--- src/rtl/wdr_pkg.sv ---
// Shared types, widths and codes for the Weyl dominant reflector.
`timescale 1ns / 1ps
package wdr_pkg;

    localparam int RANK       = 8;
    localparam int MAX_STEPS  = 128;

    localparam int NUM_COORDS = 8;
    localparam int NUM_ROWS   = 8;
    localparam int IN_W       = 11;
    localparam int COORD_W    = 16;
    localparam int DOM_W      = 15;
    localparam int ENTRY_W    = 3;
    localparam int ROW_W      = NUM_COORDS * ENTRY_W;
    localparam int PROD_W     = COORD_W + ENTRY_W;
    localparam int DIFF_W     = PROD_W + 1;
    localparam int CFG_IDX_W  = 4;
    localparam int STEP_W     = $clog2(MAX_STEPS + 1);
    localparam int RANK_IDX_W = (RANK > 1) ? $clog2(RANK) : 1;

    typedef enum logic [1:0] {
        STATUS_WALL  = 2'd0,
        STATUS_PLUS  = 2'd1,
        STATUS_MINUS = 2'd2,
        STATUS_OVER  = 2'd3
    } status_t;

    // Result of the merge stage over all lane sign flags.
    typedef struct packed {
        logic                  found;
        logic                  wall;
        logic [RANK_IDX_W-1:0] idx;
    } scan_t;

endpackage

--- src/rtl/weyl_dominant_reflector_unit.sv ---
// Top level of the Weyl dominant reflector: control, lanes, merge and result register.
`timescale 1ns / 1ps
// Usage:
//   Input channel (in_valid/in_ready, coord_0..coord_7): one request carries a
//   rho-shifted weight in fundamental-weight coordinates, 11-bit signed.
//   Output channel (out_valid/out_ready, dom_0..dom_7, status): one result per
//   request, the dominant vector and its status (wall, plus, minus, overflow).
//   Configuration: cfg_we/cfg_index/cfg_data write Cartan rows 0..7; indexes
//   of 8 and above are ignored. Write only while the block is idle.
// Sequencing:
//   A request runs from acceptance to a loaded result register as one
//   scan-and-reflect step per simple reflection, across all eight lanes at
//   once, then a final scan (skipped when a reflection overflows) and the
//   load of the output register. Reflections are capped at MAX_STEPS; the
//   longest E8 Weyl element has 120 reflections. One request is worked on
//   at a time; in_ready is high while the sequencer is idle, even when a
//   result still sits unread in the output register. The next request can
//   be taken in the cycle after the result loads.
// Reset: clears the sequencer and output valid, and loads the diagonal
//   Cartan rows (entry i of row i is 2).
// Stall: a result waits in the finish state until the output register frees.
module weyl_dominant_reflector_unit
    import wdr_pkg::*;
(
    input  logic                 clk,
    input  logic                 rst_n,
    input  logic                 cfg_we,
    input  logic [CFG_IDX_W-1:0] cfg_index,
    input  logic [ROW_W-1:0]     cfg_data,
    input  logic                 in_valid,
    output logic                 in_ready,
    input  logic [IN_W-1:0]      coord_0,
    input  logic [IN_W-1:0]      coord_1,
    input  logic [IN_W-1:0]      coord_2,
    input  logic [IN_W-1:0]      coord_3,
    input  logic [IN_W-1:0]      coord_4,
    input  logic [IN_W-1:0]      coord_5,
    input  logic [IN_W-1:0]      coord_6,
    input  logic [IN_W-1:0]      coord_7,
    output logic                 out_valid,
    input  logic                 out_ready,
    output logic [DOM_W-1:0]     dom_0,
    output logic [DOM_W-1:0]     dom_1,
    output logic [DOM_W-1:0]     dom_2,
    output logic [DOM_W-1:0]     dom_3,
    output logic [DOM_W-1:0]     dom_4,
    output logic [DOM_W-1:0]     dom_5,
    output logic [DOM_W-1:0]     dom_6,
    output logic [DOM_W-1:0]     dom_7,
    output logic [1:0]           status
);

    typedef enum logic [1:0] {
        ST_IDLE,
        ST_RUN,
        ST_FIN
    } state_t;

    state_t                    state_reg, state_next;
    logic [ROW_W-1:0]          cartan_reg [NUM_ROWS];
    logic signed [COORD_W-1:0] n_reg      [RANK];
    logic signed [COORD_W-1:0] n_next     [RANK];
    logic [STEP_W-1:0]         steps_reg, steps_next;
    logic                      minus_reg, minus_next;
    status_t                   fin_reg, fin_next;
    logic [DOM_W-1:0]          dom_reg    [NUM_COORDS];
    logic [DOM_W-1:0]          dom_next   [NUM_COORDS];
    status_t                   status_reg, status_next;
    logic                      out_valid_reg, out_valid_next;

    logic [IN_W-1:0]           coord_in   [NUM_COORDS];
    logic signed [COORD_W-1:0] n_refl     [RANK];
    logic [RANK-1:0]           lane_over;
    logic [RANK-1:0]           lane_neg;
    logic [RANK-1:0]           lane_zero;
    logic signed [COORD_W-1:0] v_sel;
    logic [ROW_W-1:0]          row_sel;
    scan_t                     scan;
    logic                      out_free;

    assign coord_in[0] = coord_0;
    assign coord_in[1] = coord_1;
    assign coord_in[2] = coord_2;
    assign coord_in[3] = coord_3;
    assign coord_in[4] = coord_4;
    assign coord_in[5] = coord_5;
    assign coord_in[6] = coord_6;
    assign coord_in[7] = coord_7;

    // Pivot value and Cartan row chosen by the merge stage.
    assign v_sel   = n_reg[scan.idx];
    assign row_sel = cartan_reg[scan.idx];

    for (genvar k = 0; k < RANK; k++)
    begin : g_lane
        wdr_lane u_lane (
            .n      (n_reg[k]),
            .v      (v_sel),
            .c      (row_sel[ENTRY_W*k +: ENTRY_W]),
            .n_refl (n_refl[k]),
            .over   (lane_over[k]),
            .neg    (lane_neg[k]),
            .zero   (lane_zero[k])
        );
    end

    wdr_scan u_scan (
        .neg  (lane_neg),
        .zero (lane_zero),
        .scan (scan)
    );

    assign out_free = !out_valid_reg || out_ready;
    assign in_ready = (state_reg == ST_IDLE);

    always_comb
    begin
        state_next     = state_reg;
        n_next         = n_reg;
        steps_next     = steps_reg;
        minus_next     = minus_reg;
        fin_next       = fin_reg;
        dom_next       = dom_reg;
        status_next    = status_reg;
        out_valid_next = out_valid_reg && !out_ready;

        case (state_reg)
            ST_IDLE:
            begin
                if (in_valid)
                begin
                    // sign-extend the request into the working vector
                    for (int i = 0; i < RANK; i++)
                    begin
                        n_next[i] = COORD_W'($signed(coord_in[i]));
                    end
                    steps_next = '0;
                    minus_next = 1'b0;
                    state_next = ST_RUN;
                end
            end
            ST_RUN:
            begin
                if (scan.wall)
                begin
                    fin_next   = STATUS_WALL;
                    state_next = ST_FIN;
                end
                else if (!scan.found)
                begin
                    fin_next   = minus_reg ? STATUS_MINUS : STATUS_PLUS;
                    state_next = ST_FIN;
                end
                else if (steps_reg == STEP_W'(MAX_STEPS))
                begin
                    fin_next   = STATUS_OVER;
                    state_next = ST_FIN;
                end
                else
                begin
                    // apply the simple reflection on every lane at once
                    n_next     = n_refl;
                    steps_next = STEP_W'(steps_reg + 1'b1);
                    minus_next = !minus_reg;
                    if (|lane_over)
                    begin
                        fin_next   = STATUS_OVER;
                        state_next = ST_FIN;
                    end
                end
            end
            ST_FIN:
            begin
                // hold the result until the output register frees
                if (out_free)
                begin
                    for (int i = 0; i < NUM_COORDS; i++)
                    begin
                        dom_next[i] = '0;
                    end
                    if (fin_reg == STATUS_PLUS || fin_reg == STATUS_MINUS)
                    begin
                        for (int i = 0; i < RANK; i++)
                        begin
                            dom_next[i] = n_reg[i][DOM_W-1:0];
                        end
                    end
                    status_next    = fin_reg;
                    out_valid_next = 1'b1;
                    state_next     = ST_IDLE;
                end
            end
            default:
            begin
                state_next = ST_IDLE;
            end
        endcase
    end

    always_ff @(posedge clk or negedge rst_n)
    begin
        if (!rst_n)
        begin
            state_reg     <= ST_IDLE;
            out_valid_reg <= 1'b0;
            steps_reg     <= '0;
            minus_reg     <= 1'b0;
            fin_reg       <= STATUS_WALL;
            status_reg    <= STATUS_WALL;
            for (int i = 0; i < NUM_ROWS; i++)
            begin
                cartan_reg[i] <= ROW_W'(2) << (ENTRY_W * i);
            end
            for (int i = 0; i < RANK; i++)
            begin
                n_reg[i] <= '0;
            end
            for (int i = 0; i < NUM_COORDS; i++)
            begin
                dom_reg[i] <= '0;
            end
        end
        else
        begin
            state_reg     <= state_next;
            out_valid_reg <= out_valid_next;
            steps_reg     <= steps_next;
            minus_reg     <= minus_next;
            fin_reg       <= fin_next;
            status_reg    <= status_next;
            n_reg         <= n_next;
            dom_reg       <= dom_next;
            // drop writes beyond the last row
            if (cfg_we && (cfg_index < CFG_IDX_W'(NUM_ROWS)))
            begin
                cartan_reg[cfg_index[$clog2(NUM_ROWS)-1:0]] <= cfg_data;
            end
        end
    end

    assign out_valid = out_valid_reg;
    assign status    = status_reg;
    assign dom_0     = dom_reg[0];
    assign dom_1     = dom_reg[1];
    assign dom_2     = dom_reg[2];
    assign dom_3     = dom_reg[3];
    assign dom_4     = dom_reg[4];
    assign dom_5     = dom_reg[5];
    assign dom_6     = dom_reg[6];
    assign dom_7     = dom_reg[7];

endmodule

--- src/rtl/wdr_lane.sv ---
// One coordinate lane: sign flags and the reflected value with overflow check.
`timescale 1ns / 1ps
module wdr_lane
    import wdr_pkg::*;
(
    input  logic signed [COORD_W-1:0] n,
    input  logic signed [COORD_W-1:0] v,
    input  logic signed [ENTRY_W-1:0] c,
    output logic signed [COORD_W-1:0] n_refl,
    output logic                      over,
    output logic                      neg,
    output logic                      zero
);

    logic signed [PROD_W-1:0] prod;
    logic signed [DIFF_W-1:0] diff;

    assign neg  = n[COORD_W-1];
    assign zero = (n == '0);

    assign prod = $signed({{ENTRY_W{v[COORD_W-1]}}, v})
                * $signed({{COORD_W{c[ENTRY_W-1]}}, c});
    assign diff = $signed({{(DIFF_W-COORD_W){n[COORD_W-1]}}, n})
                - $signed({prod[PROD_W-1], prod});

    assign n_refl = diff[COORD_W-1:0];
    // out of 16-bit signed range when the upper bits are not a sign extension
    assign over   = (diff[DIFF_W-1:COORD_W-1] != '0) && (diff[DIFF_W-1:COORD_W-1] != '1);

endmodule

--- src/rtl/wdr_scan.sv ---
// Merge stage: find the first non-positive coordinate across the lanes.
`timescale 1ns / 1ps
module wdr_scan
    import wdr_pkg::*;
(
    input  logic [RANK-1:0] neg,
    input  logic [RANK-1:0] zero,
    output scan_t           scan
);

    logic [RANK-1:0]       hit;
    logic [RANK_IDX_W-1:0] first;

    assign hit = neg | zero;

    // lowest index wins
    always_comb
    begin
        first = '0;
        for (int i = RANK - 1; i >= 0; i--)
        begin
            if (hit[i])
            begin
                first = RANK_IDX_W'(i);
            end
        end
    end

    assign scan.found = |hit;
    assign scan.wall  = (|hit) && zero[first];
    assign scan.idx   = first;

endmodule

--- config.mk ---
export PLATFORM = sky130hd
export DESIGN_NAME = weyl_dominant_reflector_unit
export DESIGN_NICKNAME = d
export VERILOG_FILES = /design/src/rtl/wdr_pkg.sv /design/src/rtl/weyl_dominant_reflector_unit.sv /design/src/rtl/wdr_lane.sv /design/src/rtl/wdr_scan.sv
export SDC_FILE = /design/constraint.sdc
export NUM_CORES = 2
export LEC_CHECK = 0
export CORE_MARGIN = 2
export CORE_UTILIZATION = 50
export CTS_CLUSTER_DIAMETER = 30
export DETAILED_ROUTE_END_ITERATION = 12
export DONT_BUFFER_PORTS = 1
export GPL_TIMING_DRIVEN = 0
export PLACE_DENSITY = 0.76
export SYNTH_ARGS = -nofsm -noshare
export SYNTH_HDL_FRONTEND = slang
export SYNTH_SLANG_ARGS = --single-unit
--- constraint.sdc ---
create_clock -name clk -period 20.3 [get_ports clk]
set_input_delay 4.06 -clock clk [delete_from_list [all_inputs] [get_ports clk]]
set_output_delay 4.06 -clock clk [all_outputs]
set_load 0.005 [all_outputs]
==> results.toml <==
[routing]
via_per_inst = 6.24
drc = 0
vias = 35300
totalWireLength_mm = 156
drt_pass1_iterations = 6
drt_iter0_drc = 4330
routedWlPerCell_um = 27.6
ant_nets = 0

[timing]
period_minus_slack_ns = 11.05
fin_crit_sh = 0.545
setup_viol = 0
worst_pin_slew_ns = 1.56
drv_slew = 22
fin_tns_setup_ns = 0
rsz0062_at_grt = "no"
slew-limit-headroom = -0.0407
fin_skew_ns = 0.0528
hold_viol = 0
fmax_mhz = 90.5

[clock_tree]
cts_tree = "done"
cts_root_buffer = "clkbuf_16"
clock_sinks = 456
cts_resized = 0
clkTransAtPathRegs_ns = 0.05
holdBufCountCts = 0
cts_buffers = 112
clock_path_buffers = 3
clk_latency_ns = 0.74
htreeDepth = 3
cts_setup_buffers = 0

[cells_and_area]
nets = 5179
largest_reg_flops = 192
instances_no_fill = 5656
syn_to_final_growth_pct = 13.7
drive_gt1_frac = 0.146
n_fill_cell = 6967

[grt]
grt_pass1_vias = 35200
grt_max_degree = 457
grt_usage = 0.368
antenna_found_initial = 26
grt_pass1_wl_mm = 229
overflow = 0

[hold_path]
hp-class = "register to register"
holdPathStages = 1

[floorplanning]
die_height_um = 291
initial_utilization = 0.503
rows = 105
coreArea_mm2 = 0.0817
ios = 245
die_w_um = 291
dieArea_mm2 = 0.0845

[run_status]
violations = "capacitance limit, slew limit"
status = "complete, but fails checks"

[synthesis]
synthCells = 4345
synth_fa_ha_area_frac = 0.228
syn_area_mm2 = 0.0411
synthesis.nets = 5052
synth_cell_types = 91
synth_flop_cell = "dfrtp_1"
synth_xor_area_frac = 0.0317
synth_edf_count = 0
syn_avg_cell_area_um2 = 9.46
ys_warn_count = 0
synth_top_family_by_area = "adder cells"
yosys.area_share.simple = 0.112
seq_area_frac_synth = 0.278
synth_mux_area_frac = 0.120
yosys_register_bits = 456
ys_async_sr_fraction = 1.00
synth_compound_gate_area_share = 0.137

[critical_path]
path_class = "register to register"
crit_arrival_ns = 11.66
required_ns = 20.90
crit_top_cell = "inv_1"
worst_path_max_delay_cell = "nor4_1"
max_stage_delay_ns = 0.98
ff2ff_path_depth = 30
cp_max_fo = 10
start_kind = "register"
cp-end-kind = "register"

[place]
portBuffers = 0
dpl.hpwl_mm = 115
gp_congestion = 1.07
post-place-cells = 5427

[run]
maxCapViolCount = 2
-- path summary, 6_finish.rpt --
check,startpoint,endpoint,slack (ns)
setup / recovery,n_reg[69]$_DFFE_PN0P_,fin_reg[1]$_DFFE_PN0P_,9.25
hold / removal,steps_reg[7]$_DFFE_PN0P_,steps_reg[7]$_DFFE_PN0P_,0.49
setup reg to reg,n_reg[69]$_DFFE_PN0P_,fin_reg[1]$_DFFE_PN0P_,9.25
hold reg to reg,steps_reg[7]$_DFFE_PN0P_,steps_reg[7]$_DFFE_PN0P_,0.49
max in group asynchronous,rst_n,n_reg[94]$_DFFE_PN0P_,16.29
min in group asynchronous,rst_n,cartan_reg[160]$_DFFE_PN0P_,3.10
-- cells in the final DEF, fill, tap and decap left out, types with 21 or more instances in the layout --
master     instances
nand3_1           54
a21o_1            62
nor4_1            33
xnor2_1           93
o21bai_1          21
nor3_1            46
a22o_1           120
mux2_2           218
and3_1            22
a211oi_1         113
xor2_1            56
buf_2             62
dfrtp_1          448
inv_1            783
nor2b_1           27
o211ai_1          31
a21oi_1          210
a31oi_1           30
ha_1             314
inv_6             24
mux4_2            78
o21ai_0           88
fa_1             272
clkbuf_1         105
nor2_1           409
nand2_1          247
nand2b_1          35
or3_1             22
o21ai_1           48
nand4_1           21
clkbuf_16        114
-- metal layers --
metal | GRT usage | up-vias | part of all wire
li1 | - | 15000 | -
met1 | 0.457 | 17400 | 0.36
met2 | 0.538 | 2239 | 0.42
met3 | 0.131 | 661 | 0.13
met4 | 0.251 | 20 | 0.081
met5 | 0 | - | 0.0015
-- worst max-delay path, delay by kind of cell (launching register included) --
| family | cells | cell delay [ns] |
|---|---|---|
| multiplexers | 2 | 1.01 |
| buffers and inverters | 8 | 1.84 |
| AND/OR/NAND/NOR | 5 | 2.58 |
| adder cells (fa/ha/maj) | 4 | 1.60 |
| flip-flops | 1 | 0.48 |
| AO/OA/AOI/OAI | 11 | 3.35 |
-- synth_stat cells, types with 93 or more instances --
master,number,area [µm²]
mux2_2,218,2450
a22o_1,120,1050
nor2_1,409,1540
ha_1,314,3930
xnor2_1,93,815
dfrtp_1,448,11200
nand2_1,247,927
clkbuf_1,103,387
fa_1,272,5450
a21oi_1,210,1050
a211oi_1,113,848
inv_1,783,2940
-- metrics by stage --
stage	util	area, µm²	worst slack (ns)	hold WS [ns]
after CTS	0.572	46700	10.03	0.489
after detailed placement	0.522	42700	10.15	0.477
after global placement	0.520	42500	9.34	0.471
after global routing	0.572	46700	9.22	0.508
after floorplan	-	41100	12.93	0.448
final	0.572	46700	9.25	0.494
-- cells by family after synthesis --
kind of cell,after synthesis
compound gates,831
flops,456
mux,353
fa+ha+maj,586
xor+xnor,149
buf+inv,979
simple gates,991
-- layout make-up --
class                           instances  area [µm²]  area share
Antenna cell                           15        37.5    0.000803
Clock inverter                         86        1040      0.0223
Sequential cell                       456       11400       0.244
Tap cell                             1070        1340      0.0286
Multi-Input combinational cell       2910       25900       0.554
Inverter                              787        2950      0.0632
Timing Repair Buffer                   13         170     0.00364
Buffer                                192         896      0.0192
Clock buffer                          127        3000      0.0642
Power is not shown: default switching activity piles up to over one toggle a cycle in this logic, so the estimate is an artifact.
